==> src/hdl/mtte_pkg.sv <==
// package for the multi-tap text entry block
// holds codes, reset values, fsm states and the key cycle tables
// no dependencies
`default_nettype none

package mtte_pkg;

	localparam int MAX_LEN_DEF = 16;
	localparam int DUMP_MAX    = 16;

	localparam int TICK_W = 8;
	localparam int KEY_W  = 5;
	localparam int KIND_W = 3;
	localparam int POS_W  = 4;
	localparam int CHAR_W = 7;
	localparam int CFG_IDX_W  = 2;
	localparam int CFG_DATA_W = 8;
	localparam int CYC_W  = 3;

	localparam logic [CHAR_W-1:0] SPACE_CHAR = 7'h20;
	localparam logic [CHAR_W-1:0] NUL_CHAR   = 7'h00;
	localparam logic [KEY_W-1:0]  KEY_FIRST  = 5'd1;
	localparam logic [KEY_W-1:0]  KEY_LAST   = 5'd16;

	localparam logic [TICK_W-1:0] TIMEOUT_RST = 8'd80;
	localparam logic [KEY_W-1:0]  END_RST     = 5'd16;
	localparam logic [KEY_W-1:0]  NEXT_RST    = 5'd15;
	localparam logic [KEY_W-1:0]  DELETE_RST  = 5'd13;

	typedef enum logic [CFG_IDX_W-1:0] {
		REG_TIMEOUT = 2'd0,
		REG_END     = 2'd1,
		REG_NEXT    = 2'd2,
		REG_DELETE  = 2'd3
	} reg_idx_t;

	typedef enum logic [KIND_W-1:0] {
		KIND_NONE    = 3'd0,
		KIND_SHOWN   = 3'd1,
		KIND_MOVED   = 3'd2,
		KIND_TEXT    = 3'd3,
		KIND_CLEARED = 3'd4,
		KIND_BLANKED = 3'd5
	} kind_t;

	typedef enum logic [3:0] {
		ST_IDLE,
		ST_DECODE,
		ST_ADV,
		ST_BLANK,
		ST_MOVED,
		ST_CLEARED,
		ST_DUMP_RD,
		ST_DUMP_OUT,
		ST_SEARCH,
		ST_WRITE
	} state_t;

	// number of characters in the cycle of a key, zero for keys without one
	function automatic logic [CYC_W-1:0] cycle_len(input logic [KEY_W-1:0] key);
		logic [CYC_W-1:0] n;
		n = 3'd0;
		case (key)
			5'd1, 5'd9, 5'd11:                    n = 3'd5;
			5'd2, 5'd3, 5'd5, 5'd6, 5'd7, 5'd10:  n = 3'd4;
			5'd14:                                n = 3'd2;
			default:                              n = 3'd0;
		endcase
		return n;
	endfunction

	// character at place j of the cycle of a key
	function automatic logic [CHAR_W-1:0] cycle_char(input logic [KEY_W-1:0] key,
			input logic [CYC_W-1:0] j);
		logic [CHAR_W-1:0] base;
		logic [CHAR_W-1:0] digit;
		logic [CYC_W-1:0]  nlet;
		logic [CHAR_W-1:0] c;
		base  = NUL_CHAR;
		digit = NUL_CHAR;
		nlet  = 3'd0;
		c     = NUL_CHAR;
		case (key)
			5'd2:    begin base = 7'h41; nlet = 3'd3; digit = 7'h32; end
			5'd3:    begin base = 7'h44; nlet = 3'd3; digit = 7'h33; end
			5'd5:    begin base = 7'h47; nlet = 3'd3; digit = 7'h34; end
			5'd6:    begin base = 7'h4a; nlet = 3'd3; digit = 7'h35; end
			5'd7:    begin base = 7'h4d; nlet = 3'd3; digit = 7'h36; end
			5'd9:    begin base = 7'h50; nlet = 3'd4; digit = 7'h37; end
			5'd10:   begin base = 7'h54; nlet = 3'd3; digit = 7'h38; end
			5'd11:   begin base = 7'h57; nlet = 3'd4; digit = 7'h39; end
			default: begin base = NUL_CHAR; nlet = 3'd0; digit = NUL_CHAR; end
		endcase
		if (key == 5'd1) begin
			case (j)
				3'd0:    c = 7'h5f;
				3'd1:    c = 7'h2e;
				3'd2:    c = 7'h2c;
				3'd3:    c = 7'h31;
				default: c = SPACE_CHAR;
			endcase
		end else if (key == 5'd14) begin
			c = (j == 3'd0) ? 7'h30 : SPACE_CHAR;
		end else if (j < nlet) begin
			c = base + CHAR_W'(j);
		end else begin
			c = digit;
		end
		return c;
	endfunction

endpackage

`default_nettype wire

==> src/hdl/multi_tap_text_entry.sv <==
// multi-tap keypad text entry, top level
// uses mtte_pkg and the mtte_ram text buffer
// items are taken one at a time; the end key reads each character from the text ram
// and then transfers it to the output, min(MAX_LEN,16) characters in all
// reset: async active low; cursor 0, timer disarmed, registers to defaults,
// all buffer entries marked invalid so they read back as spaces
`default_nettype none

module multi_tap_text_entry
	import mtte_pkg::*;
#(
	parameter int MAX_LEN = MAX_LEN_DEF
) (
	input  wire logic                  clk,
	input  wire logic                  arst_n,
	// item input
	input  wire logic                  in_valid,
	output logic                       in_ready,
	input  wire logic                  op,
	input  wire logic [KEY_W-1:0]      key_code,
	// result output
	output logic                       out_valid,
	input  wire logic                  out_ready,
	output logic      [KIND_W-1:0]     kind,
	output logic      [POS_W-1:0]      position,
	output logic      [CHAR_W-1:0]     char_code,
	output logic                       last,
	// register writes
	input  wire logic                  cfg_valid,
	output logic                       cfg_ready,
	input  wire logic [CFG_IDX_W-1:0]  cfg_index,
	input  wire logic [CFG_DATA_W-1:0] cfg_data
);

	localparam int AW       = $clog2(MAX_LEN);
	localparam int DUMP_LEN = (MAX_LEN < DUMP_MAX) ? MAX_LEN : DUMP_MAX;
	localparam logic [AW-1:0] CUR_TOP  = AW'(MAX_LEN - 1);
	localparam logic [AW-1:0] DUMP_TOP = AW'(DUMP_LEN - 1);

	// configuration registers
	logic [TICK_W-1:0] timeout_q;
	logic [KEY_W-1:0]  end_key_q;
	logic [KEY_W-1:0]  next_key_q;
	logic [KEY_W-1:0]  del_key_q;

	// sequencer state
	state_t            state_q, state_d;
	logic              op_q;
	logic [KEY_W-1:0]  key_q;
	logic [AW-1:0]     cursor_q, cursor_d;
	logic [TICK_W-1:0] idle_q, idle_d;
	logic [AW-1:0]     idx_q, idx_d;
	logic [CYC_W-1:0]  j_q, j_d;
	logic [CHAR_W-1:0] nxt_q, nxt_d;

	// per-entry valid bits; an invalid entry reads as a space
	logic [MAX_LEN-1:0] vld_q;
	logic               vld_set, vld_clr_one, vld_clr_all;
	logic               rd_vld_q;

	// output register
	logic              out_valid_q;
	logic [KIND_W-1:0] kind_q;
	logic [POS_W-1:0]  pos_q;
	logic [CHAR_W-1:0] char_q;
	logic              last_q;
	logic              out_free;

	logic              emit;
	kind_t             emit_kind;
	logic [AW-1:0]     emit_pos;
	logic [CHAR_W-1:0] emit_char;
	logic              emit_last;
	logic [AW+POS_W-1:0] emit_pos_ext;

	// text buffer ram
	logic              ram_we, ram_re;
	logic [AW-1:0]     ram_raddr;
	logic [CHAR_W-1:0] ram_rdata;
	logic [CHAR_W-1:0] buf_char;

	// compare unit over the key cycle
	logic [CYC_W-1:0]  cyc_len;
	logic [CYC_W-1:0]  j_inc;
	logic [CHAR_W-1:0] cand;
	logic [TICK_W-1:0] tick_cnt;
	logic              key_ok;

	mtte_ram #(
		.WIDTH (CHAR_W),
		.DEPTH (MAX_LEN)
	) u_text_ram (
		.clk   (clk),
		.we    (ram_we),
		.waddr (cursor_q),
		.wdata (nxt_q),
		.re    (ram_re),
		.raddr (ram_raddr),
		.rdata (ram_rdata)
	);

	assign cfg_ready = 1'b1;
	assign in_ready  = (state_q == ST_IDLE);
	assign out_free  = !out_valid_q || out_ready;

	assign out_valid = out_valid_q;
	assign kind      = kind_q;
	assign position  = pos_q;
	assign char_code = char_q;
	assign last      = last_q;

	assign ram_raddr = (state_q == ST_DUMP_RD) ? idx_q : cursor_q;
	assign buf_char  = rd_vld_q ? ram_rdata : SPACE_CHAR;

	assign cyc_len  = cycle_len(key_q);
	assign j_inc    = j_q + 3'd1;
	assign cand     = cycle_char(key_q, j_q);
	assign tick_cnt = idle_q + 8'd1;
	assign key_ok   = (key_q >= KEY_FIRST) && (key_q <= KEY_LAST);

	// positions are reported in four bits
	assign emit_pos_ext = {{POS_W{1'b0}}, emit_pos};

	// register writes
	always_ff @(posedge clk or negedge arst_n) begin
		if (!arst_n) begin
			timeout_q  <= TIMEOUT_RST;
			end_key_q  <= END_RST;
			next_key_q <= NEXT_RST;
			del_key_q  <= DELETE_RST;
		end else if (cfg_valid && cfg_ready) begin
			unique case (reg_idx_t'(cfg_index))
				REG_TIMEOUT: timeout_q  <= cfg_data;
				REG_END:     end_key_q  <= cfg_data[KEY_W-1:0];
				REG_NEXT:    next_key_q <= cfg_data[KEY_W-1:0];
				REG_DELETE:  del_key_q  <= cfg_data[KEY_W-1:0];
				default:     timeout_q  <= timeout_q;
			endcase
		end
	end

	// state register and sequencer registers
	always_ff @(posedge clk or negedge arst_n) begin
		if (!arst_n) begin
			state_q  <= ST_IDLE;
			cursor_q <= '0;
			idle_q   <= '0;
			idx_q    <= '0;
			j_q      <= '0;
		end else begin
			state_q  <= state_d;
			cursor_q <= cursor_d;
			idle_q   <= idle_d;
			idx_q    <= idx_d;
			j_q      <= j_d;
		end
	end

	// item latch and search result, payload only
	always_ff @(posedge clk) begin
		if (in_valid && in_ready) begin
			op_q  <= op;
			key_q <= key_code;
		end
		nxt_q <= nxt_d;
		if (ram_re) begin
			rd_vld_q <= vld_q[ram_raddr];
		end
	end

	// valid bits of the text buffer
	always_ff @(posedge clk or negedge arst_n) begin
		if (!arst_n) begin
			vld_q <= '0;
		end else if (vld_clr_all) begin
			vld_q <= '0;
		end else if (vld_clr_one) begin
			vld_q[cursor_q] <= 1'b0;
		end else if (vld_set) begin
			vld_q[cursor_q] <= 1'b1;
		end
	end

	// output register: a new result loads only when the slot is free
	always_ff @(posedge clk or negedge arst_n) begin
		if (!arst_n) begin
			out_valid_q <= 1'b0;
		end else if (emit) begin
			out_valid_q <= 1'b1;
		end else if (out_ready) begin
			out_valid_q <= 1'b0;
		end
	end

	always_ff @(posedge clk) begin
		if (emit) begin
			kind_q <= emit_kind;
			pos_q  <= emit_pos_ext[POS_W-1:0];
			char_q <= emit_char;
			last_q <= emit_last;
		end
	end

	// next state and control
	always_comb begin
		state_d     = state_q;
		cursor_d    = cursor_q;
		idle_d      = idle_q;
		idx_d       = idx_q;
		j_d         = j_q;
		nxt_d       = nxt_q;
		vld_set     = 1'b0;
		vld_clr_one = 1'b0;
		vld_clr_all = 1'b0;
		ram_we      = 1'b0;
		ram_re      = 1'b0;
		emit        = 1'b0;
		emit_kind   = KIND_NONE;
		emit_pos    = cursor_q;
		emit_char   = NUL_CHAR;
		emit_last   = 1'b0;

		unique case (state_q)
			ST_IDLE: begin
				if (in_valid) begin
					state_d = ST_DECODE;
				end
			end

			ST_DECODE: begin
				state_d = ST_IDLE;
				if (op_q) begin
					// timer tick: only an armed timer counts
					if (idle_q != '0) begin
						if (tick_cnt >= timeout_q) begin
							idle_d  = '0;
							state_d = ST_ADV;
						end else begin
							idle_d = tick_cnt;
						end
					end
				end else if (key_ok) begin
					if (key_q == end_key_q) begin
						idle_d  = '0;
						idx_d   = '0;
						state_d = ST_DUMP_RD;
					end else if (key_q == next_key_q) begin
						idle_d  = '0;
						state_d = ST_ADV;
					end else if (key_q == del_key_q) begin
						idle_d = '0;
						if (cursor_q != '0) begin
							vld_clr_one = 1'b1;
							state_d     = ST_BLANK;
						end else begin
							vld_clr_all = 1'b1;
							state_d     = ST_CLEARED;
						end
					end else begin
						// letter key or unmapped key: arm the timer
						idle_d = 8'd1;
						if (cyc_len != '0) begin
							ram_re  = 1'b1;
							j_d     = '0;
							nxt_d   = cycle_char(key_q, '0);
							state_d = ST_SEARCH;
						end
					end
				end
			end

			ST_SEARCH: begin
				// one cycle entry compared against the stored character per cycle
				if (cand == buf_char) begin
					nxt_d   = (j_inc < cyc_len) ? cycle_char(key_q, j_inc)
						: cycle_char(key_q, '0);
					state_d = ST_WRITE;
				end else if (j_inc >= cyc_len) begin
					state_d = ST_WRITE;
				end else begin
					j_d = j_inc;
				end
			end

			ST_WRITE: begin
				if (out_free) begin
					ram_we    = 1'b1;
					vld_set   = 1'b1;
					emit      = 1'b1;
					emit_kind = KIND_SHOWN;
					emit_char = nxt_q;
					emit_last = 1'b1;
					state_d   = ST_IDLE;
				end
			end

			ST_ADV: begin
				if (out_free) begin
					if (cursor_q != CUR_TOP) begin
						cursor_d = cursor_q + AW'(1);
					end
					emit      = 1'b1;
					emit_kind = KIND_MOVED;
					emit_pos  = cursor_d;
					emit_last = 1'b1;
					state_d   = ST_IDLE;
				end
			end

			ST_BLANK: begin
				if (out_free) begin
					emit      = 1'b1;
					emit_kind = KIND_BLANKED;
					emit_char = SPACE_CHAR;
					cursor_d  = cursor_q - AW'(1);
					state_d   = ST_MOVED;
				end
			end

			ST_MOVED: begin
				if (out_free) begin
					emit      = 1'b1;
					emit_kind = KIND_MOVED;
					emit_last = 1'b1;
					state_d   = ST_IDLE;
				end
			end

			ST_CLEARED: begin
				if (out_free) begin
					emit      = 1'b1;
					emit_kind = KIND_CLEARED;
					emit_pos  = '0;
					emit_char = SPACE_CHAR;
					emit_last = 1'b1;
					state_d   = ST_IDLE;
				end
			end

			ST_DUMP_RD: begin
				ram_re  = 1'b1;
				state_d = ST_DUMP_OUT;
			end

			ST_DUMP_OUT: begin
				if (out_free) begin
					emit      = 1'b1;
					emit_kind = KIND_TEXT;
					emit_pos  = idx_q;
					emit_char = buf_char;
					emit_last = (idx_q == DUMP_TOP);
					if (idx_q == DUMP_TOP) begin
						cursor_d = '0;
						state_d  = ST_IDLE;
					end else begin
						idx_d   = idx_q + AW'(1);
						state_d = ST_DUMP_RD;
					end
				end
			end

			default: begin
				state_d = ST_IDLE;
			end
		endcase
	end

	// cursor stays inside the buffer
	a_cursor_range: assert property (@(posedge clk) disable iff (!arst_n)
		cursor_q <= CUR_TOP)
		else $error("cursor beyond buffer");

	// an accepted item is decoded in the next cycle
	a_accept_decode: assert property (@(posedge clk) disable iff (!arst_n)
		in_valid && in_ready |=> state_q == ST_DECODE)
		else $error("accepted item not decoded");

	// the final result of an item returns the sequencer to idle
	a_last_idle: assert property (@(posedge clk) disable iff (!arst_n)
		emit && emit_last |=> state_q == ST_IDLE && out_valid_q)
		else $error("sequencer busy after final result");

	// buffer dump data is only used after a ram read
	a_dump_order: assert property (@(posedge clk) disable iff (!arst_n)
		state_q == ST_DUMP_OUT |-> $past(state_q) == ST_DUMP_RD
			|| $past(state_q) == ST_DUMP_OUT)
		else $error("dump output without read");

endmodule

`default_nettype wire

==> src/hdl/mtte_ram.sv <==
// generic single write port ram with one registered read port
// no dependencies
`default_nettype none

module mtte_ram #(
	parameter int WIDTH = 7,
	parameter int DEPTH = 16
) (
	input  wire logic                     clk,
	input  wire logic                     we,
	input  wire logic [$clog2(DEPTH)-1:0] waddr,
	input  wire logic [WIDTH-1:0]         wdata,
	input  wire logic                     re,
	input  wire logic [$clog2(DEPTH)-1:0] raddr,
	output logic      [WIDTH-1:0]         rdata
);

	logic [WIDTH-1:0] mem [DEPTH];

	always_ff @(posedge clk) begin
		if (we) begin
			mem[waddr] <= wdata;
		end
		if (re) begin
			rdata <= mem[raddr];
		end
	end

endmodule

`default_nettype wire
==> config.mk <==
export PLATFORM = sky130hd
export DESIGN_NAME = multi_tap_text_entry
export DESIGN_NICKNAME = d
export VERILOG_FILES = /design/src/hdl/mtte_pkg.sv /design/src/hdl/multi_tap_text_entry.sv /design/src/hdl/mtte_ram.sv
export SDC_FILE = /design/constraint.sdc
export NUM_CORES = 1
export LEC_CHECK = 0
export BUFFER_PORTS_ARGS = -buffer_cell sky130_fd_sc_hd__buf_2
export CORE_AREA = 2 2 163 165
export CTS_BUF_LIST = sky130_fd_sc_hd__clkbuf_8
export CTS_CLUSTER_DIAMETER = 50
export DETAILED_ROUTE_END_ITERATION = 8
export DIE_AREA = 0 0 165 167
export HOLD_SLACK_MARGIN = 0.1
export PLACE_DENSITY_LB_ADDON = 0.1
export SYNTH_ARGS = -nofsm -noshare
export SYNTH_HDL_FRONTEND = slang
export SYNTH_HIERARCHICAL = 1
export SYNTH_SLANG_ARGS = --single-unit
==> constraint.sdc <==
create_clock -name clk -period 3.25 [get_ports clk]
set_input_delay 0.325 -clock clk [delete_from_list [all_inputs] [get_ports clk]]
set_output_delay 0.325 -clock clk [all_outputs]
set_load 0.02 [all_outputs]
==> results.rst <==
.. list-table::
   :header-rows: 1

   * - Metric
     - Value
   * - Detail Route Antenna Nets
     - 0
   * - Area of combinational cells with multiple inputs
     - just over 5000 µm²
   * - HP Start
     - cfg_index[0]
   * - List of most frequent post-synthesis cells
     - edfxtp_1 (148), nand2_1 (119), nor2_1 (66)
   * - R2R setup slack
     - about 0.17 ns
   * - Growth of design area from synthesis to finish
     - 14.9%
   * - CTS tree
     - done
   * - Clock input transition at the sequential cells of the worst setup and hold paths
     - approximately 0.060 ns
   * - Area fraction in and, or, nand and nor cells after synthesis
     - 0.144
   * - Max IR drop VDD
     - roughly 0.42 mV
   * - Critical Path AT
     - between 3 and 4 ns
   * - Violation count after the first detailed-route iteration
     - a little over 600
   * - Top area cells in the synthesized netlist
     - edfxtp_1 (38%), dfrtp_1 (11%), ha_1 (4.4%)
   * - Clock Sinks
     - around 230
   * - Share of synthesized registers carrying an async set or reset
     - 0.279
   * - Drt pass-1 iters
     - 5
   * - Max clock buf depth
     - 3
   * - Post-detailed-route DRC marker count
     - 0
   * - Critical Path Start Type
     - flip-flop
   * - Data required time of the worst path
     - between 3 and 4 ns
   * - Total routing resource utilization after global routing
     - 0.212
   * - Post-synth EDFFs
     - between 100 and 150
   * - Static leakage
     - 5.25 nW
   * - Vias in the first global route
     - 8113
   * - Power density over cell area
     - a little under 800 nW/µm²
   * - Fraction of final layout cells with drive strength greater than 1
     - 0.195
   * - Distinct cells, synth
     - 85
   * - Maxcap violations
     - 0
   * - Combined area of all synthesized cells
     - 11800 µm²
   * - Worst-margin pin slew
     - about 0.74 ns
   * - Arithmetic-cell share of the synthesized area counting full adders, half adders and majority gates
     - 0.0445
   * - Post-synthesis compound-gate area fraction
     - 0.120
   * - Leading cell type by number of instances after synthesis
     - edfxtp_1
   * - Max-slew violations
     - 0
   * - Tcrit/Tclk final
     - 0.949
   * - Core area
     - between 20000 and 30000 µm²
   * - Total Power
     - 10.6 mW
   * - Later-pin clock latency in the skew report
     - ~0.54 ns
   * - Total length of routed wires
     - 28500 µm
   * - Largest clock skew in the final design
     - between 0.015 and 0.02 ns
   * - Post-synthesis mux area share
     - 0.0992
   * - Initial Utilization
     - 0.456
   * - Number of antenna violations at the first check in global routing
     - 0
   * - Count of standard-cell rows
     - 59
   * - Width of the chip
     - around 170 µm
   * - Final hold violations
     - 0
   * - Kind of capture point of the worst setup path
     - flip-flop
   * - Final design area excluding fillers
     - 13500 µm²
   * - Placer congestion estimate
     - slightly below 0.9
   * - Rel. slew slack
     - 0.505
   * - Type of the worst setup path
     - reg -> reg
   * - Total clock buffers created by CTS
     - 39
   * - Pin count of the biggest net entering global routing
     - 31
   * - Worst hold path depth
     - 5
   * - Post-CTS setup buffer count
     - 0
   * - Post-synthesis instance total
     - 1000
   * - IO buf count
     - 37
   * - Worst-case hold path end point
     - timeout_q[6]$_DFFE_PN1P_
   * - Number of synthesized register bits
     - 226
   * - Avg WL per Cell
     - 19.4 µm
   * - Nets
     - between 1000 and 1500
   * - Filler Cells Inserted
     - approximately 2300
   * - Classification of the worst-slack hold path
     - in -> reg
   * - Worst reg-to-reg path cell count
     - 11
   * - Post-Synth XOR/XNOR Area
     - 0.0224
   * - Largest fanout on the critical path
     - 7
   * - Number of endpoints failing setup at the final stage
     - 0
   * - Sequential element share of the synthesized area
     - 0.539
   * - Worst R2R Start
     - key_q[4]$_DFFE_PP_
   * - Leading register cell type out of synthesis
     - edfxtp_1
   * - Launch point of the worst path
     - key_q[4]$_DFFE_PP_
   * - Vias per Instance
     - roughly 5.6
   * - Max frequency
     - ~0.32 GHz
   * - Average instance area after synthesis
     - 11.8 µm²
   * - Share of the core filled with cells in the final layout
     - 0.524
   * - Number of diodes added for antenna fixing
     - 0
   * - Top cell type's share of synthesized area
     - 0.378
   * - Run status
     - finished clean
   * - Net count after synthesis
     - about 1100
   * - Post-place instance area
     - 12600 µm²
   * - # IOs
     - 39
   * - H-tree depth reported by CTS
     - 2
   * - Worst reg2reg endpoint
     - nxt_q[3]$_DFFE_PP_
   * - Warnings from Yosys
     - 6
   * - Vias after detailed routing
     - 8298
   * - Sequential Area
     - roughly 6300 µm²
   * - Area of the die
     - 27600 µm²
   * - Post-DP HPWL
     - ~20000 µm
   * - Main combinational cell family by area after synthesis
     - simple AND/OR/NAND/NOR gates
   * - Min cycle time layout
     - just over 3 ns
   * - Grt total ovfl
     - 0
   * - Wire length of the first global-routing pass
     - ~45000 µm
   * - Height of the chip
     - around 170 µm
   * - Post-synthesis cell type with the largest combined area
     - edfxtp_1
   * - Clock tree root buffer cell
     - clkbuf_8
worst max path at each step:
stage | endpoint | slack, ns | cells after the start
2_1_floorplan | nxt_q[0]$_DFFE_PP_ | 0.007 | 14
3_3_place_gp | nxt_q[3]$_DFFE_PP_ | 0.24 | 11
3_5_place_dp | nxt_q[3]$_DFFE_PP_ | 0.21 | 12
4_1_cts | nxt_q[3]$_DFFE_PP_ | 0.18 | 11
5_1_grt | nxt_q[2]$_DFFE_PP_ | -0.03 | 11
6_report | nxt_q[3]$_DFFE_PP_ | 0.17 | 11
critical path, stage by stage, from the launching register on:
cell and delay (ns):
edfxtp_1 0.40, buf_4 0.17, nor2b_2 0.14, ha_1 0.31
and4b_1 0.24, nor4_1 0.33, nor4_2 0.12, o311ai_2 0.28
nand4_2 0.15, nor4_4 0.18, a21oi_1 0.11, nor2_2 0.31
layer usage:
| layer | vias to the layer above | wire length (µm) | global-route usage |
|---|---|---|---|
| met5 | - | 0 | 0 |
| met2 | 258 | 13400 | 0.341 |
| met1 | 3985 | 13000 | 0.294 |
| li1 | 3987 | - | - |
| met3 | 68 | 1350 | 0.0319 |
| met4 | 0 | 797 | 0.0711 |
cell families after synthesis:
group                      after synthesis
other                                    1
and+or+nand+nor                        336
DFF                                    226
xor gates and xnor gates                30
AOI/OAI and AO/OA                      220
muxes                                   71
buffers and inverters                   74
adders and majority gates               42
flip-flops by register name, indices dropped and copies added, names as in the netlist, 5 cells and up, named ones only:
register          flops
char_code             7
del_key_q             5
end_key_q             5
idle_q                8
key_q                 5
next_key_q            5
nxt_q                 7
timeout_q             8
u_text_ram/mem      112
u_text_ram/rdata      7
vld_q                16
layout by cell type, fill, tap and decap left out, types with 10 or more instances in the layout:
master	n
edfxtp_1	148
nand2_1	118
nor2_1	65
o21ai_0	62
buf_4	58
dfrtp_1	53
a21oi_1	48
clkbuf_8	44
ha_1	41
buf_2	37
inv_1	35
nand3_1	24
mux2_2	23
nor2b_1	21
mux2i_1	19
nand2b_1	18
nor3_1	18
a22oi_1	18
a31oi_1	17
mux4_1	17
xor2_1	16
dfxtp_1	15
dlygate4sd3_1	15
xnor2_1	14
a211oi_1	13
mux4_2	12
nand3b_1	11
nand4_1	11
dfstp_2	10
timing repair:
action,in CTS,in global routing
hold buffers,15,0
setup endpoints to repair,0,7
endpoints found under the hold margin,54,0
resized for setup,0,1
power breakdown:
group          internal (mW)  switching [mW]
clock network           1.25            1.16
logic                   1.77            2.49
registers               3.55           0.389
total                   6.58            4.04
metrics by stage:
stage                     std cells  setup TNS [ns]  hold WS, ns  setup slack [ns]
final                          1472               0        0.276             0.166
after global routing           1472          -0.213        0.309           -0.0340
after CTS                      1472               0        0.247             0.182
after detailed placement       1385               0        0.431             0.208
after global placement         1385               0        0.418             0.245
after floorplan                1000               0       0.0294           0.00702
layout make-up:
type,count,share of cell area
Clock inverter,28,0.00973
Timing Repair Buffer,113,0.0616
Clock buffer,44,0.0449
Sequential cell,226,0.469
Inverter,26,0.00723
Multi-Input combinational cell,700,0.376
Tap cell,335,0.0311
No activity file was read; power rests on OpenSTA's default activity.
